File: config.mk
export PLATFORM = sky130hd
export DESIGN_NAME = timestamp_difference_core
export DESIGN_NICKNAME = d
export VERILOG_FILES = /design/src/rtl/tsd_pkg.sv /design/src/rtl/tsd_count.sv /design/src/rtl/tsd_split.sv /design/src/rtl/timestamp_difference_core.sv
export VERILOG_INCLUDE_DIRS = /design/src /design/src/rtl
export SDC_FILE = /design/constraint.sdc
export NUM_CORES = 1
export LEC_CHECK = 0
export BUFFER_PORTS_ARGS = -buffer_cell sky130_fd_sc_hd__buf_2
export CAP_MARGIN = 20
export CORE_ASPECT_RATIO = 0.75
export CORE_MARGIN = 10
export CORE_UTILIZATION = 55
export DETAILED_ROUTE_END_ITERATION = 10
export GPL_TIMING_DRIVEN = 0
export PLACE_DENSITY = 0.72
export SLEW_MARGIN = 20
export SYNTH_ARGS = -nofsm -noshare
export SYNTH_HDL_FRONTEND = slang
export SYNTH_HIERARCHICAL = 1
export SYNTH_SLANG_ARGS = --single-unit
File: constraint.sdc
create_clock -name clk_i -period 6.91 [get_ports clk_i]
set_input_delay 1.382 -clock clk_i [delete_from_list [all_inputs] [get_ports clk_i]]
set_output_delay 1.382 -clock clk_i [all_outputs]
set_load 0.01 [all_outputs]
File: src/rtl/timestamp_difference_core_macros.svh
// Assertion macros shared by the timestamp difference RTL.
`ifndef TIMESTAMP_DIFFERENCE_CORE_MACROS_SVH
`define TIMESTAMP_DIFFERENCE_CORE_MACROS_SVH

// Check that a condition holds at every clock edge out of reset.
`define TSD_ASSERT(lbl, cond, msg) \
  lbl: assert property (@(posedge clk_i) disable iff (!rst_ni) (cond)) else $error(msg);

// Check that a trigger implies a condition at the same edge.
`define TSD_ASSERT_IMP(lbl, trig, cond, msg) \
  lbl: assert property (@(posedge clk_i) disable iff (!rst_ni) (trig) |-> (cond)) \
    else $error(msg);

// Check that a trigger implies a condition at the next edge.
`define TSD_ASSERT_NXT(lbl, trig, cond, msg) \
  lbl: assert property (@(posedge clk_i) disable iff (!rst_ni) (trig) |=> (cond)) \
    else $error(msg);

`endif

File: src/rtl/tsd_pkg.sv
// Types, constants and calendar functions of the timestamp difference block.
`timescale 1ns / 1ps

package tsd_pkg;

  localparam int unsigned YearW   = 7;
  localparam int unsigned MonthW  = 4;
  localparam int unsigned DayW    = 5;
  localparam int unsigned HourW   = 5;
  localparam int unsigned MinuteW = 6;

  localparam int unsigned DaysW   = 16;  // day count of one timestamp
  localparam int unsigned ModW    = 11;  // hour * 60 + minute
  localparam int unsigned CountW  = 27;  // minute count of one timestamp
  localparam int unsigned QuotW   = 17;  // quotient estimate by 45

  localparam int unsigned NumStages = 6;

  localparam int unsigned MinPerDay  = 1440;
  localparam int unsigned MinPerHour = 60;

  // floor(2^28 / 45): divides (count >> 5) by 45, at most one short
  localparam int unsigned Recip45Shift = 28;
  localparam int unsigned Recip45      = (1 << Recip45Shift) / 45;
  // ceil-ish 2^16 / 60: exact quotient for values below 1440
  localparam int unsigned Recip60Shift = 16;
  localparam int unsigned Recip60      = 1093;

  typedef struct packed {
    logic [YearW-1:0]   start_year;
    logic [MonthW-1:0]  start_month;
    logic [DayW-1:0]    start_day;
    logic [HourW-1:0]   start_hour;
    logic [MinuteW-1:0] start_minute;
    logic [YearW-1:0]   stop_year;
    logic [MonthW-1:0]  stop_month;
    logic [DayW-1:0]    stop_day;
    logic [HourW-1:0]   stop_hour;
    logic [MinuteW-1:0] stop_minute;
  } tsd_in_t;

  typedef struct packed {
    logic [15:0] diff_days;
    logic [4:0]  diff_hours;
    logic [5:0]  diff_minutes;
  } tsd_out_t;

  // Per-stage load enables, stage 1 first.
  typedef struct packed {
    logic s1;
    logic s2;
    logic s3;
    logic s4;
    logic s5;
    logic s6;
  } tsd_stage_en_t;

  // Days in years 1 .. y-1 under the Gregorian rule (y below 128).
  function automatic logic [DaysW-1:0] year_days(input logic [YearW-1:0] y);
    logic [YearW-1:0] n;
    logic [DaysW-1:0] acc;
    n   = (y == '0) ? '0 : YearW'(y - YearW'(1));
    acc = DaysW'(n) * DaysW'(365);
    acc = acc + DaysW'(n[YearW-1:2]);
    if (n >= YearW'(100)) begin
      acc = acc - DaysW'(1);
    end
    return acc;
  endfunction

  // Leap test for y below 128: only years 0 and 100 are multiples of 100.
  function automatic logic is_leap(input logic [YearW-1:0] y);
    return (y[1:0] == 2'b00) && (y != YearW'(100));
  endfunction

  // Days in the months before month m of a common year; 13..15 count a full year.
  function automatic logic [8:0] days_before_month(input logic [MonthW-1:0] m);
    logic [8:0] d;
    unique case (m)
      4'd0, 4'd1: d = 9'd0;
      4'd2:       d = 9'd31;
      4'd3:       d = 9'd59;
      4'd4:       d = 9'd90;
      4'd5:       d = 9'd120;
      4'd6:       d = 9'd151;
      4'd7:       d = 9'd181;
      4'd8:       d = 9'd212;
      4'd9:       d = 9'd243;
      4'd10:      d = 9'd273;
      4'd11:      d = 9'd304;
      4'd12:      d = 9'd334;
      default:    d = 9'd334 + 9'd31;
    endcase
    return d;
  endfunction

endpackage

File: src/rtl/tsd_count.sv
// Two-stage conversion of one timestamp into a minute count.
`timescale 1ns / 1ps

module tsd_count import tsd_pkg::*; (
  input  logic                 clk_i,
  input  tsd_stage_en_t        en_i,
  input  logic [YearW-1:0]     year_i,
  input  logic [MonthW-1:0]    month_i,
  input  logic [DayW-1:0]      day_i,
  input  logic [HourW-1:0]     hour_i,
  input  logic [MinuteW-1:0]   minute_i,
  output logic [CountW-1:0]    count_o
);

  logic [DaysW-1:0]  days_d, days_q;
  logic [ModW-1:0]   mod_d, mod_q;
  logic [CountW-1:0] count_d, count_q;
  logic              leap_add;

  // Stage 1: table lookups, day count and minute of day.
  always_comb begin
    leap_add = (month_i >= MonthW'(3)) && is_leap(year_i);
    days_d   = year_days(year_i) + DaysW'(days_before_month(month_i))
             + DaysW'(leap_add) + DaysW'(day_i);
    mod_d    = ModW'(hour_i) * ModW'(MinPerHour) + ModW'(minute_i);
  end

  // Stage 2: scale days to minutes.
  assign count_d = CountW'(days_q) * CountW'(MinPerDay) + CountW'(mod_q);

  always_ff @(posedge clk_i) begin
    if (en_i.s1) begin
      days_q <= days_d;
      mod_q  <= mod_d;
    end
    if (en_i.s2) begin
      count_q <= count_d;
    end
  end

  assign count_o = count_q;

endmodule

File: src/rtl/tsd_split.sv
// Three-stage split of a minute difference into days, hours and minutes.
`timescale 1ns / 1ps

module tsd_split import tsd_pkg::*; (
  input  logic                 clk_i,
  input  tsd_stage_en_t        en_i,
  input  logic [CountW-1:0]    diff_i,
  output tsd_out_t             result_o
);

  localparam int unsigned XW   = CountW - 5;            // diff / 32
  localparam int unsigned PW   = XW + 23;               // product width
  localparam int unsigned H60W = ModW + ModW;

  logic [XW-1:0]    x_q;
  logic [4:0]       low_q;
  logic [QuotW-1:0] q0_d, q0_q;
  logic [PW-1:0]    prod45;

  logic [XW-1:0]    r_full;
  logic [6:0]       r_raw;
  logic [5:0]       r_fix;
  logic [QuotW-1:0] q_d, q_q;
  logic [ModW-1:0]  rem_q;

  logic [H60W-1:0]  prod60;
  logic [4:0]       hours_d;
  logic [ModW-1:0]  mins_full;
  tsd_out_t         res_d, res_q;

  // Stage 4: 1440 = 32 * 45; estimate (diff >> 5) / 45 by reciprocal.
  assign prod45 = PW'(diff_i[CountW-1:5]) * PW'(Recip45);
  assign q0_d   = prod45[Recip45Shift +: QuotW];

  // Stage 5: correct the estimate by at most one.
  always_comb begin
    r_full = x_q - XW'(q0_q) * XW'(45);
    r_raw  = r_full[6:0];
    if (r_raw >= 7'd45) begin
      q_d   = q0_q + QuotW'(1);
      r_fix = 6'(r_raw - 7'd45);
    end else begin
      q_d   = q0_q;
      r_fix = r_raw[5:0];
    end
  end

  // Stage 6: minute of day into hours and minutes.
  always_comb begin
    prod60    = H60W'(rem_q) * H60W'(Recip60);
    hours_d   = prod60[Recip60Shift +: 5];
    mins_full = rem_q - ((ModW'(hours_d) << 6) - (ModW'(hours_d) << 2));
    res_d.diff_days    = q_q[15:0];
    res_d.diff_hours   = hours_d;
    res_d.diff_minutes = mins_full[5:0];
  end

  always_ff @(posedge clk_i) begin
    if (en_i.s4) begin
      x_q   <= diff_i[CountW-1:5];
      low_q <= diff_i[4:0];
      q0_q  <= q0_d;
    end
    if (en_i.s5) begin
      q_q   <= q_d;
      rem_q <= {r_fix, low_q};
    end
    if (en_i.s6) begin
      res_q <= res_d;
    end
  end

  assign result_o = res_q;

endmodule

File: src/rtl/timestamp_difference_core.sv
// Top level of the timestamp difference pipeline.
`timescale 1ns / 1ps
//
//  channel | direction | handshake             | word
//  --------+-----------+-----------------------+-----------------------------
//  in      | input     | in_valid_i/in_stall_o | tsd_in_t: two timestamps
//  out     | output    | out_valid_o/out_stall_i | tsd_out_t: days/hours/minutes
//
//  Six register stages: lookups, scale to minutes, absolute difference,
//  reciprocal divide by 45, quotient correction, hour/minute split.
//  One word enters and one leaves every cycle while out_stall_i stays low.
//  Each stage is logic ahead of one register set; the multiplies of stages 2
//  and 4 and the stage-5 compare/correct are the deepest logic and bound the clock period.
//  Reset clears only the stage valid bits; data registers carry no reset.
//  Each stage loads when it is empty or the one after it moves, so bubbles
//  close up under a stall and in_stall_o rises only when all stages are full.

module timestamp_difference_core import tsd_pkg::*; (
  input  logic     clk_i,
  input  logic     rst_ni,
  input  logic     in_valid_i,
  output logic     in_stall_o,
  input  tsd_in_t  in_data_i,
  output logic     out_valid_o,
  input  logic     out_stall_i,
  output tsd_out_t out_data_o
);

`include "timestamp_difference_core_macros.svh"

  logic [NumStages-1:0] valid_d, valid_q;
  logic [NumStages-1:0] load;
  tsd_stage_en_t        en;

  logic [CountW-1:0] start_cnt, stop_cnt;
  logic [CountW-1:0] diff_d, diff_q;

  // Load enables: walk back from the output stage.
  always_comb begin
    load[NumStages-1] = !valid_q[NumStages-1] || !out_stall_i;
    for (int k = NumStages - 2; k >= 0; k--) begin
      load[k] = !valid_q[k] || load[k+1];
    end
  end

  assign en = '{s1: load[0], s2: load[1], s3: load[2],
                s4: load[3], s5: load[4], s6: load[5]};

  // Advance valid bits with the data; hold a stage that cannot move.
  always_comb begin
    valid_d[0] = load[0] ? in_valid_i : valid_q[0];
    for (int k = 1; k < NumStages; k++) begin
      valid_d[k] = load[k] ? valid_q[k-1] : valid_q[k];
    end
  end

  always_ff @(posedge clk_i or negedge rst_ni) begin
    if (!rst_ni) begin
      valid_q <= '0;
    end else begin
      valid_q <= valid_d;
    end
  end

  // Stages 1 and 2, once for each timestamp.
  tsd_count u_start (
    .clk_i    (clk_i),
    .en_i     (en),
    .year_i   (in_data_i.start_year),
    .month_i  (in_data_i.start_month),
    .day_i    (in_data_i.start_day),
    .hour_i   (in_data_i.start_hour),
    .minute_i (in_data_i.start_minute),
    .count_o  (start_cnt)
  );

  tsd_count u_stop (
    .clk_i    (clk_i),
    .en_i     (en),
    .year_i   (in_data_i.stop_year),
    .month_i  (in_data_i.stop_month),
    .day_i    (in_data_i.stop_day),
    .hour_i   (in_data_i.stop_hour),
    .minute_i (in_data_i.stop_minute),
    .count_o  (stop_cnt)
  );

  // Stage 3: absolute difference of the two minute counts.
  assign diff_d = (stop_cnt >= start_cnt) ? (stop_cnt - start_cnt)
                                          : (start_cnt - stop_cnt);

  always_ff @(posedge clk_i) begin
    if (en.s3) begin
      diff_q <= diff_d;
    end
  end

  // Stages 4 to 6: divide by 1440 and 60.
  tsd_split u_split (
    .clk_i    (clk_i),
    .en_i     (en),
    .diff_i   (diff_q),
    .result_o (out_data_o)
  );

  assign out_valid_o = valid_q[NumStages-1];
  assign in_stall_o  = !load[0];

  // Stall the input only when every stage holds a word and the output is stalled.
  `TSD_ASSERT_IMP(a_stall_full, in_stall_o, (&valid_q) && out_stall_i, "stall with empty stage")
  // A word leaving stage 3 shows up in stage 4.
  `TSD_ASSERT_NXT(a_s3_moves, valid_q[2] && load[3], valid_q[3], "stage 3 word lost")
  // Split results stay in range.
  `TSD_ASSERT_IMP(a_split_range, out_valid_o,
                  (out_data_o.diff_hours < 5'd24) && (out_data_o.diff_minutes < 6'd60),
                  "hour or minute out of range")
  // An accepted word is in stage 1 at the next edge.
  `TSD_ASSERT_NXT(a_in_taken, in_valid_i && !in_stall_o, valid_q[0], "input word lost")

endmodule

== Yosys cells after proc, flatten, opt, wreduce, memory -nomap -nowiden ==
Memories as Yosys holds them, arrays and structs flattened.
Cells that the tools add are included.

* Bitwise gates (word level): 0
* $add $sub $neg: 23
* Reduce and logical (&&, ||, !) cells: 22
* Multiplexer cells: 7
* Shift-type cells: 0
* Magnitude comparators: 6
* Divide/modulo/power cells: 0
* Eq/ne operators: 2
* Multiply operators: 9

{| class="wikitable"
|+ Operators with widths
! operator !! number
|-
| 16-bit by 5-bit adder with 16-bit output || 4
|-
| 27-bit by 11-bit adder with 27-bit output || 2
|-
| 27-bit subtractor || 2
|-
| 16-bit two-way mux || 3
|-
| 16-bit by 6-bit multiplier with 22-bit output (second input constant) || 2
|-
| 22-bit by 19-bit multiplier with 41-bit output (second input constant) || 1
|-
| 16-bit by 1-bit adder with 16-bit output || 2
|-
| 16-bit by 9-bit adder with 16-bit output || 2
|-
| 7-bit by 9-bit multiplier with 16-bit output (second input constant) || 2
|-
| 16-bit by 1-bit subtractor with 16-bit output (second input constant) || 2
|-
| 27-bit greater-or-equal comparator || 1
|-
| 27-bit two-way mux || 1
|-
| 11-bit by 6-bit adder with 11-bit output || 2
|-
| 11-bit by 11-bit multiplier with 21-bit output (second input constant) || 1
|-
| 5-bit by 4-bit multiplier with 9-bit output (second input constant) || 2
|-
| 17-bit by 6-bit multiplier with 7-bit output (second input constant) || 1
|-
| 16-bit by 1-bit adder with 16-bit output (second input constant) || 1
|-
| 7-bit greater-or-equal comparator (second input constant) || 2
|-
| 7-bit logical NOT || 2
|-
| 7-bit two-way mux || 2
|-
| 7-bit inequality test (second input constant) || 2
|-
| 7-bit by 1-bit subtractor with 7-bit output (second input constant) || 2
|-
| 4-bit by 2-bit greater-or-equal comparator with 1-bit output (second input constant) || 2
|-
| 1-bit logical NOT || 8
|-
| other kinds (9) || 18
|}

* Latch bits: 0
* Word-level logic and storage cells: 92
* Memories: 2
* Register bits after elaboration: 224
* Input port bits: 58
* Bits in read-only memories: 288
* RAM bits: 0

{| class="wikitable"
|+ Memory list
! memory !! words !! bits a word !! rd ports !! clocked after memory_dff !! wr ports !! line !! source
|-
| (name not given) || 16 || 9 || 1 || 0 || 0 || tsd_pkg.sv:79 || <nowiki>unique case (m)</nowiki>
|-
| (name not given) || 16 || 9 || 1 || 0 || 0 || tsd_pkg.sv:79 ||
|}

== Logic depth before layout (Yosys ltp) ==
Gate-level depths: netlist of the first run.

* Depth after elaboration: 9
* Gate-level depth with buffers: 29
* Mapped depth without buffers: 28

== Hierarchy ==
The synthesis of the first run kept the hierarchy.

{| class="wikitable"
|+ By module, submodules not included
! module !! sequential area each (um2) !! times used !! area an instance (um2) !! cells each
|-
| tsd_split || 2462.4 || 1 || 11493.5 || 1067
|-
| tsd_count (u_start) || 1621.6 || 1 || 7832.5 || 807
|-
| tsd_count (u_stop) || 1621.6 || 1 || 7716.2 || 800
|-
| timestamp_difference_core || 960.9 || 1 || 4132.7 || 495
|}

== Least setup slack after synthesis of the first run ==
Ideal clock, no wire load.

* Path type: input to register
* Start point: in in_data_i[23] (netlist bit)
* End point: reg u_stop.days_q[15], data pin
* Path buffers: 2
* Setup slack: -620 ps
* Required time: 6651 ps
* Arrival: 7271 ps
* Stages on the path: 25
* Cell sequence: buf_6 -> or4_1 -> nor2_1 -> or2_2 -> inv_1 -> ha_1 -> fa_1 -> inv_1 -> fa_1 -> fa_1 -> ha_1 -> clkbuf_1 -> or3_1 -> a21oi_1 -> o2bb2ai_1 -> o21ai_0 -> nor2_1 -> xnor2_1 -> ha_1 -> ha_1 -> nand3_1 -> o2111ai_1 -> a2111oi_0 -> a21oi_1 -> xnor2_1

* Word-level cells in the longest chain between the ends: 9

{| class="wikitable"
|+ RTL lines
! element !! line !! source
|-
| start: declaration || timestamp_difference_core.sv:23 || <nowiki>input tsd_in_t in_data_i,</nowiki>
|-
| 7-bit by 1-bit subtractor with 7-bit output or 7-bit logical NOT (tied branches) || tsd_pkg.sv:62 || <nowiki>n = (y == '0) ? '0 : YearW'(y - YearW'(1));</nowiki>
|-
| 7-bit two-way mux || tsd_pkg.sv:62 ||
|-
| 7-bit by 9-bit multiplier with 16-bit output || tsd_pkg.sv:63 || <nowiki>acc = DaysW'(n) * DaysW'(365);</nowiki>
|-
| 16-bit by 5-bit adder with 16-bit output || tsd_pkg.sv:64 || <nowiki>acc = acc + DaysW'(n[YearW-1:2]);</nowiki>
|-
| 16-bit by 1-bit subtractor with 16-bit output || tsd_pkg.sv:66 || <nowiki>acc = acc - DaysW'(1);</nowiki>
|-
| 16-bit two-way mux || tsd_pkg.sv:65 || <nowiki>if (n >= YearW'(100)) begin</nowiki>
|-
| 16-bit by 9-bit adder with 16-bit output || tsd_count.sv:23 || <nowiki>days_d = year_days(year_i) + DaysW'(days_before_month(month_i))</nowiki>
|-
| 16-bit by 1-bit adder with 16-bit output (*) || tsd_count.sv:24 || <nowiki>+ DaysW'(leap_add) + DaysW'(day_i);</nowiki>
|-
| 16-bit by 5-bit adder with 16-bit output (*) || tsd_count.sv:24 ||
|-
| named net u_stop.days_d[15] || tsd_count.sv:15 || <nowiki>logic [DaysW-1:0] days_d, days_q;</nowiki>
|-
| end signal: assignment || tsd_count.sv:33 || <nowiki>days_q <= days_d;</nowiki>
|-
| end: declaration || tsd_count.sv:15 ||
|}

Mark *: on every way through the listed nets, which the timed path passes. The rest lies on a longest branch.
A chain may end at the register's enable or synchronous reset.

== Worst setup path after layout of the first run ==
* Start point: in in_data_i[52] (netlist bit)
* End point: reg u_start.days_q[11], data pin

* Word-level cells in the longest chain between the ends: 9

{| class="wikitable"
|+ RTL lines
! element !! line
|-
| 7-bit by 1-bit subtractor with 7-bit output or 7-bit logical NOT (tied branches) || tsd_pkg.sv:62
|-
| 7-bit two-way mux || tsd_pkg.sv:62
|-
| 7-bit by 9-bit multiplier with 16-bit output || tsd_pkg.sv:63
|-
| 16-bit by 5-bit adder with 16-bit output || tsd_pkg.sv:64
|-
| 16-bit by 1-bit subtractor with 16-bit output || tsd_pkg.sv:66
|-
| 16-bit two-way mux || tsd_pkg.sv:65
|-
| 16-bit by 9-bit adder with 16-bit output || tsd_count.sv:23
|-
| 16-bit by 1-bit adder with 16-bit output (*) || tsd_count.sv:24
|-
| 16-bit by 5-bit adder with 16-bit output (*) || tsd_count.sv:24
|-
| named net u_start.days_d[11] || tsd_count.sv:15
|-
| end signal: assignment || tsd_count.sv:33
|-
| end: declaration || tsd_count.sv:15
|}

Marked as above.

==> flow_summary.yaml, run 1 <==
global_route:
  antenna_found_initial: 2
  grt_pass1_vias: 23000
  grt_pass1_wl_um: 113000
  grt_max_degree: 56
  grt_usage_pct: 20.3
  grt_overflow: 0
hold_path:
  min_path_type: "register to register"
synthesis:
  synth.avg_cell_area_um2: 9.84
  synth_top_cell_area_share_pct: 22.4
  yosys.cell_types.count: 102
  yosysSeqAreaShare_pct: 21.4
  syn_nets: 4053
  ys_ff_latch: 223
  ys_top_cells_by_area: "ha_1 (22%), edfxtp_1 (21%), fa_1 (17%)"
  dominantRegCellSynth: "edfxtp_1"
  ys_async_sr_fraction_pct: 2.69
  synth_top_area_cell: "ha_1"
  yosysWarnings: 6
  syn_area_um2: 31200
  synth-edff-count: 217
  syn_inst: 3169
cts:
  cts_buffer_depth: 3
  cts-root-buf: "clkbuf_16"
  cts_buffers: 24
  clk_latency_ns: 0.55
  cts_tree: "yes"
  htree_levels: 1
  clkSinkCount: 223
  clk_pin_slew_worst_paths_ns: 0.07
  hold_buffers: 0
floorplan:
  fp.dieW_um: 295
  start_util_pct: 55.6
  coreArea_um2: 56000
  row_count: 75
  dieArea_um2: 66700
  die_h_um: 226
  num_io_pins: 87
job:
  cap_violations: 0
route:
  drt-initial-drc-count: 1349
  num_vias: 22500
  wire_per_inst_um: 16.9
  routed_via_density: 5.53
  drc: 0
  antenna_left: 0
  firstDrtPassIters: 7
  route.final.wire_length_um: 68600
critical_path:
  crit_path_max_fanout: 8
  critPathArrivalTime_ns: 7.16
  cp.required_ns: 7.20
  startpoint_type: "input pin"
  critPathKind: "input pin to register"
  crit_path_end_kind: "register"
sta:
  setup_viol: 0
  relSlewSlack_pct: 34.4
  worst_slew_pin_slew_ns: 0.978
  min_period_over_period_pct: 99.4
  timing.final.max_slew_violations: 0
  finalClockSkew_ns: 0.0192
  period_needed_ns: 6.87
  timing.final.ws_setup_ns: 0.0392
  rsz0062_at_grt: "yes"
  holdWs_ns: 0.417
  fmax_ghz: 0.146
  final_hold_viol_count: 0
placed_design:
  pre_cts_ws_ns: -0.856
  io_buffers: 83
  postPlaceCellArea_um2: 32900
  dpl.hpwl_um: 57300
  place.gp.congestion: 0.896
finish:
  fin_util_pct: 61.9
  antenna_cells: 0
  fin_nets: 4207
  final_layout_size_suffix_gt1_share_pct: 11.0
  final_area_um2: 34700
  nFillCells: 4544
  synthToLayoutAreaGrowth_pct: 11.3
status:
  status: "finished clean"
==> registers in the layout, indices dropped and copies added, names as in the netlist <==
name,flops
diff_q,27
u_split/result_o,27
u_start/count_o,27
u_stop/count_o,27
u_split/q0_q,16
u_split/q_q,16
u_start/days_q,16
u_stop/days_q,16
u_split/rem_q,11
u_start/mod_q,11
u_stop/mod_q,11
u_split/x_q,7
valid_q,6
u_split/low_q,5
==> cells in the final DEF (no fill, tap or decap), types with 9 or more instances in the layout <==
cell type,n
nand2b_1,35
ha_4,27
a21oi_1,136
nand3b_1,16
buf_4,46
o21ai_0,78
mux2i_1,28
and3_1,22
ha_1,527
fa_1,268
o21a_1,18
and2_1,14
nor2_1,108
nor3_1,55
a211oi_1,22
edfxtp_1,217
nand4_1,22
a21boi_0,9
xor2_1,89
clkbuf_1,13
a31oi_1,11
or2_2,12
clkbuf_16,25
mux2_2,12
or3_1,9
nand3_1,41
nor2b_1,22
nand2_1,106
buf_2,91
a21o_1,71
o21bai_1,26
inv_1,689
xnor2_1,156
o211ai_1,24
==> per-stage QoR <==
step / setup TNS [ns] / instances
after floorplan: -0.0393 / 3169
after CTS: 0 / 4037
after detailed placement: -7.84 / 3984
after global placement: -6.14 / 3983
final: 0 / 4072
after global routing: -1.01 / 4072
==> timing repair <==
action | CTS | global route
setup endpoints to repair | 7 | 17
buffers inserted | 9 | 35
resized for setup | 18 | 98
pin swaps | 13 | 53
hold endpoints to repair | 0 | 0
==> path summary, 6_finish.rpt <==
path                       slack (ns)  cells after the start                  startpoint                           end
setup reg to reg                 0.33                     20        diff_q[11]$_DFFE_PP_    u_split/q0_q[12]$_DFFE_PP_
min in group asynchronous        0.66                      1                      rst_ni        valid_q[0]$_DFFE_PN0N_
hold reg to reg                  0.42                      0  u_split/low_q[3]$_DFFE_PP_    u_split/rem_q[3]$_DFFE_PP_
max in group asynchronous        6.10                      1                      rst_ni        valid_q[4]$_DFFE_PN0P_
setup / recovery                 0.04                     26               in_data_i[52]  u_start/days_q[11]$_DFFE_PP_
hold / removal                   0.42                      0  u_split/low_q[3]$_DFFE_PP_    u_split/rem_q[3]$_DFFE_PP_
==> critical path: stages <==
cell,delay [ns]
buf_2,0.14
nor4_4,0.26
and3b_1,0.21
buf_6,0.15
nand2b_4,0.15
inv_4,0.06
ha_4,0.22
fa_1,0.55
inv_2,0.04
fa_1,0.52
fa_1,0.46
ha_4,0.37
and3_4,0.23
a21oi_4,0.05
a31o_4,0.24
and2_4,0.17
xor2_1,0.16
ha_1,0.32
ha_4,0.29
nand3_2,0.06
o211ai_1,0.37
nor2_2,0.13
buf_4,0.17
nor3_2,0.18
a21oi_1,0.08
xnor2_1,0.17
==> metal layers <==
metal	global-route usage (%)	wire length, um	vias up
li1	-	-	11000
met1	28.2	32100	11000
met2	34.5	32500	467
met3	2.24	3140	72
met4	2.56	907	0
met5	0	0	-
==> cell usage after synthesis (6+ instances only) <==
cell         n
nor2b_1     24
o21a_1      18
nor2_1     118
nor3_1      60
nor3b_1      6
nand3_1     45
o22ai_1      7
a21oi_1    138
and4_1       7
ha_1       557
and3_1      23
or3_1       12
a311oi_1     7
edfxtp_1   217
nor4_1       9
nand3b_1    16
nand4_1     22
a211oi_1    23
o2111ai_1    8
a21o_1      71
fa_1       269
mux2_2      12
buf_2       13
nand2b_1    36
o21bai_1    27
inv_1      700
and2_1      15
a41oi_1      7
mux2i_1     28
or2_2       16
nand2_1    111
xor2_1      90
a21boi_0    11
dfrtp_1      6
a31oi_1     14
xnor2_1    164
o21ai_0     85
o211ai_1    24
clkbuf_1    12
==> kinds of logic (layout without fill, tap and decap cells) <==
| logic type | count (synthesis) | in the layout | synth area share [%] |
|---|---|---|---|
| AND/OR/NAND/NOR | 557 | 557 | 9.49 |
| XOR/XNOR | 254 | 254 | 7.14 |
| buffers and inverters | 735 | 907 | 9.05 |
| flip-flops | 223 | 223 | 21.4 |
| multiplexers | 42 | 42 | 1.45 |
| adder cells (fa/ha/maj) | 826 | 826 | 39.6 |
| AO/OA/AOI/OAI | 532 | 532 | 11.9 |
==> final cells by class <==
type	count	area (um2)	area share, %
buffer	35	220	0.635
clock buffer	27	633	1.82
clock inverter	17	260	0.750
inverter	700	2650	7.63
multi-input combinational	2211	22600	65.0
sequential	223	6670	19.2
tap	731	915	2.64
timing repair buffer	128	788	2.27
Power of run 1 is left out: the tool's default activity adds up to more than one toggle a clock period on the data nets, which glitch-free logic cannot reach.
==> run 2, diff against run 1 <==
Settings changed: CELL_PAD_IN_SITES_DETAIL_PLACEMENT set to 1, CELL_PAD_IN_SITES_GLOBAL_PLACEMENT set to 2, CORE_UTILIZATION 55 to 40, PLACE_DENSITY 0.72 to unset, PLACE_DENSITY_LB_ADDON set to 0.1.
==> run 2 against run 1 <==
Against the previous run:
- critical endpoint is now u_stop/days_q[13]$_DFFE_PP_
- worst setup slack worse by 0.069 ns
- sequential share of layout area shrank 0.24 points
- the flow now finishes with violations (negative setup slack)
- design area rose by 1.2%
- maximum frequency shrank 1.0%
- sequential cell count stayed put
==> flow_summary.yaml, run 2 (synthesis results as in run 1) <==
status:
  status: "finished, violations left"
  failed_checks: "negative setup slack"
sta:
  final_hold_viol_count: 0
  worst_slew_pin_slew_ns: 0.965
  finalSetupTns_ns: -0.0301
  timing.final.max_slew_violations: 0
  fmax_ghz: 0.144
  min_period_over_period_pct: 100
  period_needed_ns: 6.94
  finalClockSkew_ns: 0.0336
  timing.final.ws_setup_ns: -0.0301
  rsz0062_at_grt: "yes"
  setup_viol: 1
  relSlewSlack_pct: 35.3
floorplan:
  fp.dieW_um: 342
  num_io_pins: 87
  dieArea_um2: 89600
  start_util_pct: 40.4
  row_count: 88
  die_h_um: 262
  coreArea_um2: 77100
cts:
  clk_pin_slew_worst_paths_ns: 0.06
  cts_tree: "yes"
  cts_buffers: 27
  cts_buffer_depth: 3
  clk_latency_ns: 0.60
  cts-root-buf: "clkbuf_16"
  htree_levels: 1
  hold_buffers: 0
  clkSinkCount: 223
finish:
  synthToLayoutAreaGrowth_pct: 12.7
  final_area_um2: 35100
  fin_nets: 4211
  seq_area_um2: 6670
  antenna_cells: 0
  final_layout_size_suffix_gt1_share_pct: 11.4
  final_cell_mix: "inv_1 (687), ha_1 (528), fa_1 (268), edfxtp_1 (217), xnor2_1 (158)"
  final_common_cell: "inv_1"
  nFillCells: 8651
  multiInputGateArea_um2: 22600
critical_path:
  crit_path_end_kind: "register"
  r2r.worst_path.cells: 21
  critPathArrivalTime_ns: 7.24
  crit_top_cell: "fa_1"
  r2r_end: "u_split/q0_q[15]$_DFFE_PP_"
  rr_startpoint: "diff_q[14]$_DFFE_PP_"
  crit_path_max_fanout: 6
  reg2reg_slack_ns: 0.33
  crit_path_top_delay_cell: "or4_4"
  cpPeakStageDelay_ns: 0.58
  startpoint: "in_data_i[23]"
  cp.required_ns: 7.21
  endpoint: "u_stop/days_q[13]$_DFFE_PP_"
  critPathKind: "input pin to register"
  startpoint_type: "input pin"
route:
  route.final.wire_length_um: 76800
  antenna_left: 0
  drt-initial-drc-count: 779
  firstDrtPassIters: 5
  drc: 0
  num_vias: 22500
  routed_via_density: 5.14
  wire_per_inst_um: 17.5
global_route:
  grt_usage_pct: 17.2
  grt_pass1_wl_um: 128000
  grt_max_degree: 56
  grt_pass1_vias: 24500
  antenna_found_initial: 2
  grt_overflow: 0
placed_design:
  io_buffers: 83
  place.gp.congestion: 0.847
  postPlaceCellArea_um2: 33200
  dpl.hpwl_um: 65900
hold_path:
  min_path_type: "register to register"
job:
  cap_violations: 0
## run 2: worst min-delay path by stage
stage          cells after the start                             end  slack [ns]                  startpoint
4_1_cts                            0      u_split/rem_q[1]$_DFFE_PP_        0.42  u_split/low_q[1]$_DFFE_PP_
6_report                           0      u_split/rem_q[1]$_DFFE_PP_        0.42  u_split/low_q[1]$_DFFE_PP_
3_5_place_dp                       0      u_split/low_q[1]$_DFFE_PP_        0.41         diff_q[1]$_DFFE_PP_
2_1_floorplan                      0      u_split/low_q[0]$_DFFE_PP_        0.40         diff_q[0]$_DFFE_PP_
3_3_place_gp                       0      u_split/low_q[2]$_DFFE_PP_        0.40         diff_q[2]$_DFFE_PP_
5_1_grt                            0  u_split/result_o[22]$_DFFE_PP_        0.43   u_split/q_q[11]$_DFFE_PP_
## run 2: final cells by class
| class | instances | share of cell area (%) |
|---|---|---|
| Tap cell | 1035 | 3.69 |
| Sequential cell | 223 | 19.0 |
| Clock buffer | 33 | 2.04 |
| Multi-Input combinational cell | 2211 | 64.2 |
| Timing Repair Buffer | 129 | 2.28 |
| Clock inverter | 17 | 0.641 |
| Buffer | 35 | 0.641 |
| Inverter | 700 | 7.53 |
## run 2: per-layer routing
| layer | part of all wire [%] | wire length (um) | vias up | GRT usage (%) |
|---|---|---|---|---|
| met2 | 45 | 34400 | 230 | 27.9 |
| met5 | 0 | 0 | - | 0 |
| li1 | - | - | 11000 | - |
| met3 | 2.6 | 1970 | 70 | 1.78 |
| met4 | 1.6 | 1240 | 0 | 2.79 |
| met1 | 51 | 39200 | 11200 | 24.8 |
## run 2: worst max-delay path, delay by kind of cell
family                   cells  cell delay (ns)
buffers and inverters        4             0.35
AO/OA/AOI/OAI                4             0.71
AND/OR/NAND/NOR              7             1.71
adder cells (fa/ha/maj)      7             2.70
multiplexers                 1             0.16
XOR/XNOR                     2             0.25
## run 2: metrics by stage
step	util (%)	std cells	hold slack [ns]	setup slack, ns
detailed placement	43.1	4288	0.406	-1.05
global placement	43.1	4287	0.401	-0.930
finish	45.6	4383	0.417	-0.0301
floorplan	-	3169	0.400	-0.0393
global route	45.6	4383	0.426	-0.222
CTS	44.7	4350	0.419	-0.000221
## run 2: what timing repair did
| item | CTS | global route |
|---|---|---|
| resized for setup | 34 | 92 |
| endpoints found under the setup margin | 11 | 18 |
| pin swaps | 10 | 66 |
| setup buffers | 12 | 32 |
Power of run 2 is left out for the same reason.
==> run 3, diff against run 2 <==
Settings changed: MAX_ROUTING_LAYER set to met4.
==> run 3 against run 2 <==
Against the previous run:
- the flow still finishes with violations (negative setup slack)
- clock skew fell by 0.0048 ns
- worst hold slack got worse by 0.0014 ns
- via count rose by 0.24%
- wire length rose by 1.7%
- sequential share of layout area barely moved
- die area did not move
- clock-buffer cell count fell by 3
- critical path depth did not move
- cell count barely moved
- largest cell class unchanged
==> flow_summary.yaml, run 3 (synthesis results as in run 1) <==
finish:
  seq_area_um2: 6670
  antenna_cells: 0
  fin_nets: 4211
  final_layout_size_suffix_gt1_share_pct: 11.3
  final_cell_mix: "inv_1 (685), ha_1 (529), fa_1 (267), edfxtp_1 (217), xnor2_1 (157)"
  nFillCells: 8642
  multiInputGateArea_um2: 22600
  fin_util_pct: 45.7
  final_cells: 4382
  final_area_um2: 35200
  synthToLayoutAreaGrowth_pct: 12.9
  final_common_cell: "inv_1"
critical_path:
  r2r_end: "u_split/q0_q[15]$_DFFE_PP_"
  critPathKind: "input pin to register"
  crit_path_max_fanout: 6
  critPathArrivalTime_ns: 7.24
  reg2reg_slack_ns: 0.37
  r2r.worst_path.cells: 21
  cp.required_ns: 7.20
  rr_startpoint: "diff_q[6]$_DFFE_PP_"
  crit_path_end_kind: "register"
  startpoint_type: "input pin"
cts:
  htree_levels: 1
  hold_buffers: 0
  cts-root-buf: "clkbuf_16"
  cts_tree: "yes"
  cts_buffers: 26
  clk_pin_slew_worst_paths_ns: 0.06
  cts_buffer_depth: 3
  clk_latency_ns: 0.59
  clkSinkCount: 223
placed_design:
  place_inst: 4288
  place.gp.congestion: 0.855
  postPlaceCellArea_um2: 33200
  dpl.hpwl_um: 67300
  io_buffers: 83
floorplan:
  coreArea_um2: 77100
  fp.dieW_um: 342
  dieArea_um2: 89600
  die_h_um: 262
  row_count: 88
  num_io_pins: 87
  start_util_pct: 40.4
global_route:
  grt_pass1_wl_um: 128000
  antenna_found_initial: 5
  grt_overflow: 0
  grt_max_degree: 56
  grt_pass1_vias: 24500
  grt_usage_pct: 17.9
hold_path:
  min_path_cells: 0
  min_path_type: "register to register"
  min_from: "u_split/low_q[1]$_DFFE_PP_"
  whs_endpoint: "u_split/rem_q[1]$_DFFE_PP_"
sta:
  fmax_ghz: 0.144
  min_period_over_period_pct: 101
  finalClockSkew_ns: 0.0288
  final_hold_viol_count: 0
  timing.final.ws_setup_ns: -0.0454
  worst_slew_pin_slew_ns: 0.985
  relSlewSlack_pct: 33.9
  rsz0062_at_grt: "yes"
  period_needed_ns: 6.96
  timing.final.max_slew_violations: 0
  setup_viol: 2
route:
  routed_via_density: 5.15
  drt-initial-drc-count: 766
  firstDrtPassIters: 7
  route.final.wire_length_um: 78200
  antenna_left: 0
  num_vias: 22600
  drc: 0
  wire_per_inst_um: 17.8
status:
  failed_checks: "negative setup slack"
  status: "finished, violations left"
job:
  cap_violations: 0
-- run 3: per-stage QoR --
stage / TNS (ns) / worst slack [ns] / hold slack [ns]
floorplan: -0.0393 / -0.0393 / 0.400
global placement: -9.21 / -1.02 / 0.401
detailed placement: -11.30 / -1.14 / 0.406
CTS: -0.00449 / -0.00449 / 0.411
global route: -1.21 / -0.228 / 0.428
finish: -0.0726 / -0.0454 / 0.416
-- run 3: final cells by class --
type,instances,area share (%)
buffer,35,0.629
clock buffer,30,1.98
clock inverter,18,0.899
inverter,700,7.51
multi-input combinational,2211,64.1
sequential,223,18.9
tap,1035,3.68
timing repair buffer,130,2.29
-- run 3: worst max path at each step --
stage | from | endpoint | slack (ns) | depth (start not counted)
floorplan | in_data_i[23] | u_stop/days_q[15]$_DFFE_PP_ | -0.04 | 24
global placement | in_data_i[47] | u_start/days_q[11]$_DFFE_PP_ | -1.02 | 28
detailed placement | in_data_i[47] | u_start/days_q[11]$_DFFE_PP_ | -1.14 | 28
CTS | in_data_i[24] | u_stop/days_q[13]$_DFFE_PP_ | -0.004 | 25
global route | in_data_i[23] | u_stop/days_q[13]$_DFFE_PP_ | -0.23 | 25
finish | in_data_i[23] | u_stop/days_q[13]$_DFFE_PP_ | -0.05 | 25
-- run 3: repair_timing --
action / CTS / global route
resized for setup: 29 / 86
gates cloned: 0 / 0
buffers inserted: 15 / 30
setup endpoints to repair: 11 / 18
pin swaps: 9 / 51
-- run 3: worst max-delay path: stages --
cell and delay, ns:
buf_12 0.11, or4_4 0.58, nor2_4 0.21, or2_4 0.19, inv_6 0.05, ha_4 0.24
fa_1 0.49, inv_2 0.04, fa_1 0.48, fa_1 0.53, ha_1 0.34, buf_8 0.14
or3_4 0.36, a21oi_2 0.15, o2bb2ai_2 0.15, o21ai_2 0.10, nor2_2 0.12, xnor2_1 0.08
ha_1 0.34, ha_4 0.32, nand3_4 0.08, o2111ai_4 0.32, nand2_2 0.13, mux2i_1 0.14
xor2_1 0.16
-- run 3: routing by layer --
layer  share of wire [%]  wire length (um)  up-vias  track usage, %
li1                    -                 -    11000               -
met2                  45             34900      240            27.9
met5                   0                 0        -               -
met3                 3.1              2410       59            2.48
met1                  51             39600    11300            24.8
met4                 1.6              1280        0            3.05
Power of run 3 is left out for the same reason.
